**src/rtl/ffpa_pkg.sv**
```systemverilog
// ============================================================================
// ffpa_pkg
// Shared types and constants for the first-fit page allocator: command and
// status codes, payload widths and the configuration register map.
// ============================================================================
package ffpa_pkg;

    // Payload widths of the request and response channels.
    localparam int SIZE_W = 13;
    localparam int ADDR_W = 32;

    // Configuration port widths.
    localparam int APB_ADDR_W = 2;
    localparam int APB_DATA_W = 32;

    // Byte address of the page base register.
    localparam logic [APB_ADDR_W-1:0] REG_PAGE_BASE = '0;

    // Request commands.
    typedef enum logic {
        CMD_ALLOC = 1'b0,
        CMD_FREE  = 1'b1
    } cmd_t;

    // Response status codes.
    typedef enum logic [1:0] {
        ST_OK        = 2'd0,
        ST_BAD_SIZE  = 2'd1,
        ST_NO_SPACE  = 2'd2,
        ST_NOT_ALLOC = 2'd3
    } status_t;

endpackage

```
**src/rtl/ffpa_div.sv**
```systemverilog
// ============================================================================
// ffpa_div
// Divider by a constant through reciprocal multiplication. The dividend is
// captured on start, the quotient comes from one multiply by the rounded-up
// reciprocal, and the remainder from one multiply-back and subtract. Done
// is registered behind two phase registers that follow start. A dividend of
// more than IN_W bits returns an all-ones quotient and a zero remainder.
// ============================================================================
module ffpa_div #(
    parameter int DIVISOR = 8,
    parameter int IN_W    = 13
) (
    input  logic                        clk,
    input  logic                        rst_n,
    input  logic                        start,
    input  logic [ffpa_pkg::ADDR_W-1:0] dividend,
    output logic                        done,
    output logic [ffpa_pkg::ADDR_W-1:0] quotient,
    output logic [$clog2(DIVISOR+1)-1:0] remainder
);
    import ffpa_pkg::*;

    localparam int REM_W  = $clog2(DIVISOR + 1);
    localparam int SHIFT  = IN_W + $clog2(DIVISOR);
    localparam int RCP_W  = IN_W + 1;
    localparam int PROD_W = IN_W + RCP_W;
    localparam longint unsigned RCP_VAL =
        ((64'd1 << SHIFT) + 64'(DIVISOR) - 64'd1) / 64'(DIVISOR);
    localparam logic [RCP_W-1:0] RECIP  = RCP_W'(RCP_VAL);
    localparam logic [IN_W-1:0]  DIV_IN = IN_W'(DIVISOR);

    logic                ph1_reg,  ph1_next;
    logic                ph2_reg,  ph2_next;
    logic                done_reg, done_next;
    logic                over_reg, over_next;
    logic [IN_W-1:0]     x_reg,    x_next;
    logic [ADDR_W-1:0]   quo_reg,  quo_next;
    logic [REM_W-1:0]    rem_reg,  rem_next;
    logic [PROD_W-1:0]   product;
    logic [IN_W-1:0]     back_mul;
    logic [IN_W-1:0]     rem_full;

    // Quotient by reciprocal, then remainder by multiplying back.
    assign product  = PROD_W'(x_reg) * PROD_W'(RECIP);
    assign back_mul = quo_reg[IN_W-1:0] * DIV_IN;
    assign rem_full = x_reg - back_mul;

    always_comb
    begin
        ph1_next  = start;
        ph2_next  = ph1_reg;
        done_next = ph2_reg;
        x_next    = x_reg;
        over_next = over_reg;
        quo_next  = quo_reg;
        rem_next  = rem_reg;
        if (start)
        begin
            x_next    = dividend[IN_W-1:0];
            over_next = (dividend[ADDR_W-1:IN_W] != '0);
        end
        if (ph1_reg)
        begin
            quo_next = over_reg ? '1 : ADDR_W'(product >> SHIFT);
        end
        if (ph2_reg)
        begin
            rem_next = over_reg ? '0 : REM_W'(rem_full);
        end
    end

    // Control state.
    always_ff @(posedge clk or negedge rst_n)
    begin
        if (!rst_n)
        begin
            ph1_reg  <= 1'b0;
            ph2_reg  <= 1'b0;
            done_reg <= 1'b0;
        end
        else
        begin
            ph1_reg  <= ph1_next;
            ph2_reg  <= ph2_next;
            done_reg <= done_next;
        end
    end

    // Datapath registers.
    always_ff @(posedge clk)
    begin
        x_reg    <= x_next;
        over_reg <= over_next;
        quo_reg  <= quo_next;
        rem_reg  <= rem_next;
    end

    assign done      = done_reg;
    assign quotient  = quo_reg;
    assign remainder = rem_reg;

endmodule

```
**config.mk**
```make
export PLATFORM = sky130hd
export DESIGN_NAME = ffpa_div
export DESIGN_NICKNAME = d
export VERILOG_FILES = /design/src/rtl/ffpa_pkg.sv /design/src/rtl/ffpa_div.sv
export SDC_FILE = /design/constraint.sdc
export NUM_CORES = 1
export LEC_CHECK = 0
export ABC_AREA = 1
export BUFFER_PORTS_ARGS = -buffer_cell sky130_fd_sc_hd__buf_4
export CAP_MARGIN = 20
export CORE_MARGIN = 10
export CORE_UTILIZATION = 43
export CTS_BUF_LIST = sky130_fd_sc_hd__clkbuf_16
export DETAILED_ROUTE_END_ITERATION = 10
export PLACE_DENSITY = 0.78
export SLEW_MARGIN = 30
export SYNTH_ARGS = -nofsm -noshare
export SYNTH_HDL_FRONTEND = slang
export SYNTH_SLANG_ARGS = --single-unit
```
**constraint.sdc**
```tcl
create_clock -name clk -period 1.4 [get_ports clk]
set_input_delay 0.21 -clock clk [delete_from_list [all_inputs] [get_ports clk]]
set_output_delay 0.21 -clock clk [all_outputs]
set_load 0.02 [all_outputs]
```
==> results.yml, run 1 <==
run_status:
  run_status: "complete, no violations"
grt:
  grt_usage_pct: 9.229
  grt_pass1_vias: 838
  overflow: 0
  grt_max_degree: 23
  grt_pass1_wl_mm: 3.801
  antenna_found_initial: 0
worst_setup_path:
  crit_fanout: 22
  r2r_end: "quotient[4]"
  crit_type: "flip-flop to output port"
  worstPathRequired_ps: 1190
  crit_path_end_kind: "output port"
  r2r_setup_slack_ps: 330
  cp-start-kind: "flip-flop"
  cp-startpoint: "quotient[30]"
  worstReg2RegStart: "over_reg"
  cp.arrival_ps: 1000
  reg2regPathDepth: 1
yosys:
  synth_area_per_cell_sq_um: 14.26
  synthTopCellsByCount: "edfxtp_1, buf_4, nor2_1"
  synth_warnings: 0
  async_reset_ff_share_pct: 9.375
  synth.most_common_cell: "edfxtp_1"
  synth-seq-cells: 32
  synthFlopType: "edfxtp_1"
  synth_fp_nets: 125
  synthTopCellsByArea: "edfxtp_1, buf_4, dfrtp_1"
  synth_cells: 90
  synth-edff-count: 29
  synth.cell_area_sq_mm: 0.001284
  seq_area_frac_synth_pct: 73.68
  netlist.area_leader.share_pct: 67.84
  synth_largest_area_cell: "edfxtp_1"
  yosys.cell_types.count: 11
detailed_routing:
  firstDrtPassIters: 4
  drt-wirelength-per-cell_microns: 14.47
  vias: 791
  drc: 0
  drtAntennaViolNets: 0
  drt-total-wl_mm: 2.604
  drtIter0Drc: 15
  vias_per_cell: 4.394
finish:
  stdcell_area_sq_mm: 0.001868
  area_growth_syn_to_layout_pct: 45.52
  largest_reg_flops: 13
  seq_area_sq_um: 945.9
  final_cells: 180
  multiInputGateArea_sq_um: 153.9
  final_nets: 183
  n_antenna_cell: 0
  layout-drive-gt1-share_pct: 53.02
  fillerInstances: 223
clock_network:
  post_cts_buffers: 0
  cts_made_buffers: 5
  htreeDepth: 2
  cts_buffer_depth: 2
  cts.sinks: 32
  insertion_delay_ps: 270
  path_clk_slew_ps: 50
  cts-root-buf: "clkbuf_16"
  tritoncts: "done"
sta:
  setup_viol: 0
  slew-limit-headroom_pct: 70.84
  period_needed_ps: 1205
  grt_setup_unrepaired: "no"
  timing.setup.tns_ps: 0
  finalHoldViolations: 0
  tightestPinTransition_ps: 437.4
  finalCritPeriodShare_pct: 86.09
  holdWs_ps: 113.1
  timing.fmax_mhz: 829.7
  finalMaxSlewViolations: 0
  clock_skew_ps: 5.601
die:
  initial_core_util_pct: 45.76
  die_w_microns: 74.64
  core_sq_mm: 0.002805
  rows: 19
  dieArea_sq_mm: 0.005571
  die_h_microns: 74.64
  io_pins: 72
placed_design:
  io_buffers: 71
  gp_congestion: 0.6346
  dp_hpwl_mm: 2.159
  postPlaceCellArea_sq_mm: 0.001694
  place_inst: 171
min_path:
  hold_class: "input port to flip-flop"
  min_to: "x_reg[6]"
  min_from: "dividend[6]"
  min_path_cells: 1
power_and_ir_drop:
  p_per_area_mw_per_mm2: 1438
  finalPower_uw: 2687
  vdd_drop_max_mv: 1.181
  leakage_uw: 0.0008341
run:
  cap_violations: 0
## critical path, cell delays in order, from the launching register on
cell and delay (ps):
edfxtp_1 350, buf_4 200, buf_4 170
## per-layer routing
| layer | share of wire (%) | global-route usage [%] |
|---|---|---|
| met4 | 1.5 | 5.042 |
| met1 | 36 | 8.601 |
| met5 | 0 | 0 |
| met3 | 16 | 5.913 |
| met2 | 46 | 15.27 |
## final cells by class
| cell class | instances | area share [%] |
|---|---|---|
| clock buffer | 5 | 6.698 |
| inverter | 4 | 0.8038 |
| timing repair buffer | 73 | 29.47 |
| multi-input combinational | 32 | 8.238 |
| sequential | 32 | 50.64 |
| clock inverter | 3 | 2.076 |
| tap | 31 | 2.076 |
## power by group
| part | internal [uW] | switching, uW |
|---|---|---|
| Combinational | 179 | 186 |
| Sequential | 1130 | 29.9 |
| Clock | 825 | 341 |
## per-stage QoR
stage / utilization, % / worst slack (ps)
6_report: 66.59 / 194.8
5_1_grt: 66.59 / 146.3
4_1_cts: 66.59 / 176.8
3_5_place_dp: 60.39 / 325.4
3_3_place_gp: 60.39 / 357.9
2_1_floorplan: - / 193.0
## placed cells by master, fill, tap and decap left out, drive strengths merged
cell         Yosys  layout
nand2            4       4
inv              4       5
bufinv           0       1
clkbuf           0       5
dfrtp            3       3
buf             22      72
and2             1       1
clkinv           0       1
xnor2            1       1
nand3            1       1
dlygate4sd3      0       1
edfxtp          29      29
nor2            15      15
or2             10      10
## logic make-up (layout without fill, tap and decap cells)
family	count (synthesis)	after routing	synth area share, %
flip-flops	32	32	73.68
XOR/XNOR	1	1	0.6824
buffers and inverters	26	85	14.33
AND/OR/NAND/NOR	31	31	11.31
## worst max path at each step
| stage | end | slack (ps) | cells past startpoint |
|---|---|---|---|
| 4_1_cts | quotient[27] | 180 | 2 |
| 2_1_floorplan | quotient[11] | 190 | 1 |
| 5_1_grt | quotient[11] | 150 | 2 |
| 3_5_place_dp | quotient[4] | 330 | 1 |
| 6_report | quotient[22] | 190 | 2 |
| 3_3_place_gp | quotient[1] | 360 | 1 |
## timing repair
item	4_1_cts	5_1_grt
endpoints found under the setup margin	0	0
endpoints found under the hold margin	3	0
gates resized for setup	0	0
hold buffers	1	0
Note: power is estimated with default switching activity, not from simulation.
==> inputs of run 2 (changes only) <==
--- a/config.mk
+++ b/config.mk
@@ -8,11 +8,14 @@
 export ABC_AREA = 1
 export BUFFER_PORTS_ARGS = -buffer_cell sky130_fd_sc_hd__buf_4
 export CAP_MARGIN = 20
+export CELL_PAD_IN_SITES_DETAIL_PLACEMENT = 1
+export CELL_PAD_IN_SITES_GLOBAL_PLACEMENT = 1
 export CORE_MARGIN = 10
-export CORE_UTILIZATION = 43
+export CORE_UTILIZATION = 32
 export CTS_BUF_LIST = sky130_fd_sc_hd__clkbuf_16
 export DETAILED_ROUTE_END_ITERATION = 10
-export PLACE_DENSITY = 0.78
+export GPL_TIMING_DRIVEN = 0
+export PLACE_DENSITY_LB_ADDON = 0.1
 export SLEW_MARGIN = 30
 export SYNTH_ARGS = -nofsm -noshare
 export SYNTH_HDL_FRONTEND = slang
==> results.yml, run 2 (same netlist as run 1, synthesis figures left out) <==
run_status:
  run_status: "complete, no violations"
finish:
  layout_commonest_cell: "buf_4"
  largest_reg_flops: 13
  stdcell_area_sq_mm: 0.002069
  layout-drive-gt1-share_pct: 59.88
  final_cells: 220
  layout_common_cells: "buf_4, edfxtp_1, nor2_1"
  n_antenna_cell: 0
  area_growth_syn_to_layout_pct: 61.21
  final_nets: 206
clock_network:
  cts-root-buf: "clkbuf_16"
  insertion_delay_ps: 270
  htreeDepth: 2
  path_clk_slew_ps: 50
  ctsResizeCount: 0
  cts_buffer_depth: 2
  cts_made_buffers: 5
  tritoncts: "done"
  cts.sinks: 32
worst_setup_path:
  slowest_delay_ps: 380
  crit_type: "flip-flop to output port"
  cp_slowest_cell: "edfxtp_1"
  worstPathRequired_ps: 1190
  reg2regPathDepth: 2
  cp.arrival_ps: 1110
  crit_path_end_kind: "output port"
  cp-start-kind: "flip-flop"
  crit_family: "buffers and inverters"
  worstSetupPathDepth: 3
  path_cells: "buf_4, buf_4, buf_4"
  cpMostUsedCell: "buf_4"
  crit_fanout: 11
  cp.buffers_inverters: 3
detailed_routing:
  vias: 905
  firstDrtPassIters: 4
  drt-wirelength-per-cell_microns: 14.11
  drtAntennaViolNets: 0
  drtIter0Drc: 17
  drt-total-wl_mm: 3.105
  vias_per_cell: 4.114
  drc: 0
sta:
  finalMaxSlewViolations: 0
  finalHoldViolations: 0
  clock_skew_ps: 3.603
  setup_viol: 0
  tightestPinTransition_ps: 455.3
  timing.setup.tns_ps: 0
  slew-limit-headroom_pct: 69.65
  fin_ws_ps: 75.42
  timing.fmax_mhz: 755.0
  grt_setup_unrepaired: "no"
  finalCritPeriodShare_pct: 94.61
  period_needed_ps: 1325
placed_design:
  dp_hpwl_mm: 2.618
  dp_slack_ps: 59.83
  io_buffers: 71
  postPlaceCellArea_sq_mm: 0.001877
  place_inst: 209
  gp_congestion: 0.6671
grt:
  grt_usage_pct: 9.127
  antenna_found_initial: 0
  overflow: 0
  grt_pass1_vias: 984
  grt_max_degree: 16
  grt_pass1_wl_mm: 5.023
die:
  die_w_microns: 83.34
  dieArea_sq_mm: 0.006945
  core_sq_mm: 0.003771
  rows: 22
  initial_core_util_pct: 34.04
  io_pins: 72
  die_h_microns: 83.34
power_and_ir_drop:
  p_per_area_mw_per_mm2: 1347
  leakage_uw: 0.0009406
  vdd_drop_max_mv: 1.036
run:
  cap_violations: 0
min_path:
  hold_class: "input port to flip-flop"
  min_path_cells: 1
==> run 2: changes by cell type in the layout (fill, tap and decap cells not counted) <==
cell,before,now
buf_4,72,94
buf_6,0,1
clkinvlp_4,0,1
inv_1,5,4
==> run 2: timing repair <==
item / in CTS / in global routing
buffers inserted: 2 / 0
hold buffers: 1 / 0
endpoints found under the hold margin: 3 / 0
endpoints found under the setup margin: 22 / 0
==> run 2: power by group <==
group	switching [uW]	internal [uW]
sequential	27.9	1120
clock	358	833
combinational	205	238
==> run 2: cell type report <==
cell class                 count  area (sq um)
buffer                        22         168.9
clock buffer                   5         125.1
clock inverter                 3         42.54
fill                         399          1702
inverter                       4         15.01
multi-input combinational     32         153.9
sequential                    32         945.9
tap                           48         60.06
timing repair buffer          74         558.0
==> run 2: layer usage <==
metal / share of wire, % / vias up / GRT usage [%]
li1: - / 436 / -
met1: 35 / 416 / 8.929
met2: 51 / 48 / 15.01
met3: 13 / 5 / 6.152
met4: 1.1 / 0 / 3.231
met5: 0 / - / 0
==> run 2: worst paths after layout <==
check	startpoint	slack, ps	endpoint
max	quotient[30]	80	quotient[20]
min	dividend[11]	110	x_reg[11]
max reg2reg	over_reg	300	quotient[1]
min reg2reg	x_reg[6]	490	quotient[3]
max in group asynchronous	rst_n	1040	ph1_reg
min in group asynchronous	rst_n	270	done
==> run 2: metrics by stage <==
step                      total power [uW]  hold slack (ps)  util, %
after global routing                  2927            97.73    54.88
after CTS                             2825            107.9    54.88
final                                 2788            113.4    54.88
after floorplan                       1383           -85.59        -
after detailed placement              1620            1.924    49.77
after global placement                1602          -0.6698    49.77
==> inputs of run 3 (changes only) <==
--- a/config.mk
+++ b/config.mk
@@ -5,13 +5,12 @@
 export SDC_FILE = /design/constraint.sdc
 export NUM_CORES = 1
 export LEC_CHECK = 0
-export ABC_AREA = 1
 export BUFFER_PORTS_ARGS = -buffer_cell sky130_fd_sc_hd__buf_4
 export CAP_MARGIN = 20
 export CELL_PAD_IN_SITES_DETAIL_PLACEMENT = 1
 export CELL_PAD_IN_SITES_GLOBAL_PLACEMENT = 1
 export CORE_MARGIN = 10
-export CORE_UTILIZATION = 32
+export CORE_UTILIZATION = 33
 export CTS_BUF_LIST = sky130_fd_sc_hd__clkbuf_16
 export DETAILED_ROUTE_END_ITERATION = 10
 export GPL_TIMING_DRIVEN = 0
==> results.yml, run 3 <==
run_status:
  run_status: "complete, no violations"
power_and_ir_drop:
  finalPower_uw: 2756
  p_per_area_mw_per_mm2: 1359
  leakage_uw: 0.0009045
  vdd_drop_max_mv: 0.8985
grt:
  busiest_layer: "met2"
  grt_pass1_wl_mm: 4.491
  grt_pass1_vias: 973
  grt_use_met3_pct: 6.987
  antenna_found_initial: 0
  grtUsageMet2_pct: 15.01
  overflow: 0
  grt_usage_pct: 9.165
  use_met1_pct: 7.905
  grt_max_degree: 16
clock_network:
  htreeDepth: 2
  tritoncts: "done"
  insertion_delay_ps: 270
  ctsResizeCount: 0
  cts-root-buf: "clkbuf_16"
  cts_buffer_depth: 2
  path_clk_slew_ps: 50
  cts_made_buffers: 5
  cts.sinks: 32
finish:
  final_nets: 191
  n_antenna_cell: 0
  layout-drive-gt1-share_pct: 71.34
  area_growth_syn_to_layout_pct: 62.75
  final_cells: 205
  layout_commonest_cell: "buf_4"
  largest_reg_flops: 13
  stdcell_area_sq_mm: 0.002028
  layout_common_cells: "buf_4, edfxtp_1, or2_2"
worst_setup_path:
  crit_fanout: 11
  worstPathRequired_ps: 1190
  crit_type: "flip-flop to output port"
  cp-startpoint: "quotient[30]"
  worstReg2RegStart: "over_reg"
  crit_path_end_kind: "output port"
  cp-start-kind: "flip-flop"
  r2r_setup_slack_ps: 140
  reg2regPathDepth: 2
  cp.arrival_ps: 1120
  r2r_end: "quotient[1]"
die:
  initial_core_util_pct: 34.04
  die_h_microns: 81.45
  rows: 22
  io_pins: 72
  die_w_microns: 81.45
  core_sq_mm: 0.003661
  dieArea_sq_mm: 0.006634
detailed_routing:
  firstDrtPassIters: 2
  drt-total-wl_mm: 2.913
  vias: 846
  vias_per_cell: 4.127
  drtAntennaViolNets: 0
  drtIter0Drc: 19
  drc: 0
  drt-wirelength-per-cell_microns: 14.21
run:
  cap_violations: 0
sta:
  period_needed_ps: 1331
  timing.fmax_mhz: 751.1
  tightestPinTransition_ps: 472.3
  holdWs_ps: 112.1
  timing.setup.tns_ps: 0
  slew-limit-headroom_pct: 68.51
  finalMaxSlewViolations: 0
  finalCritPeriodShare_pct: 95.10
  setup_viol: 0
  grt_setup_unrepaired: "no"
  clock_skew_ps: 4.799
  finalHoldViolations: 0
yosys:
  synth_warnings: 0
  synthTopCellsByCount: "edfxtp_1, buf_4, or2_2"
  synth-edff-count: 29
  synth_cells: 75
  synth_largest_area_cell: "edfxtp_1"
  yosys.cell_types.count: 12
  synth_fp_nets: 110
  async_reset_ff_share_pct: 9.375
  seq_area_frac_synth_pct: 75.90
  synth-seq-cells: 32
  synthFlopType: "edfxtp_1"
  synth.cell_area_sq_mm: 0.001246
  synth.most_common_cell: "edfxtp_1"
  synthTopCellsByArea: "edfxtp_1, buf_4, dfrtp_1"
  netlist.area_leader.share_pct: 69.88
  synth_area_per_cell_sq_um: 16.62
placed_design:
  dp_hpwl_mm: 2.355
  place_inst: 194
  gp_congestion: 0.7232
  postPlaceCellArea_sq_mm: 0.001839
  io_buffers: 71
min_path:
  hold_class: "input port to flip-flop"
  min_from: "dividend[8]"
  min_path_cells: 1
  min_to: "x_reg[8]"
-- run 3: report_power, final --
| part | switching, uW | total [uW] | internal (uW) |
|---|---|---|---|
| sequential | 28.0 | 1150 | 1130 |
| combinational | 198 | 436 | 238 |
| clock | 341 | 1170 | 825 |
-- run 3: final cells by class --
| cell class | instances | area (sq um) |
|---|---|---|
| tap | 48 | 60.06 |
| clock buffer | 5 | 125.1 |
| timing repair buffer | 74 | 558.0 |
| clock inverter | 3 | 38.79 |
| multi-input combinational | 21 | 138.9 |
| buffer | 22 | 161.4 |
| fill | 353 | 1633 |
| sequential | 32 | 945.9 |
-- run 3: worst max-delay path by stage --
stage                              end  cells past startpoint
after global placement        over_reg                      4
after CTS                 quotient[14]                      3
after global routing      quotient[24]                      3
after detailed placement      over_reg                      4
final                     quotient[14]                      3
after floorplan           quotient[11]                      1
-- run 3: critical path, cell delays in order (launching register included) --
cell and delay [ps]:
edfxtp_1 380, buf_4 190, buf_4 130, buf_4 150
-- run 3: logic make-up (layout without fill, tap and decap cells) --
group,Yosys count,count (layout),synth area share [%]
xor+xnor,1,1,0.7029
buf+inv,22,104,12.95
flops,32,32,75.90
simple gates,20,20,10.44
-- run 3: through the flow --
step | utilization (%) | setup slack [ps]
final | 55.40 | 68.59
after global placement | 50.24 | 20.81
after CTS | 55.40 | 74.85
after global routing | 55.40 | 21.63
after floorplan | - | 193.0
after detailed placement | 50.24 | -13.14
-- run 3: repair_timing --
| action | 4_1_cts | 5_1_grt |
|---|---|---|
| hold buffers | 1 | 0 |
| buffers inserted | 2 | 0 |
| endpoints found under the hold margin | 3 | 0 |
| endpoints found under the setup margin | 22 | 0 |
-- run 3: routing by layer --
metal	routed length, microns	vias up
li1	-	405
met1	903	375
met3	551	8
met2	1397	58
met5	0	-
met4	59	0
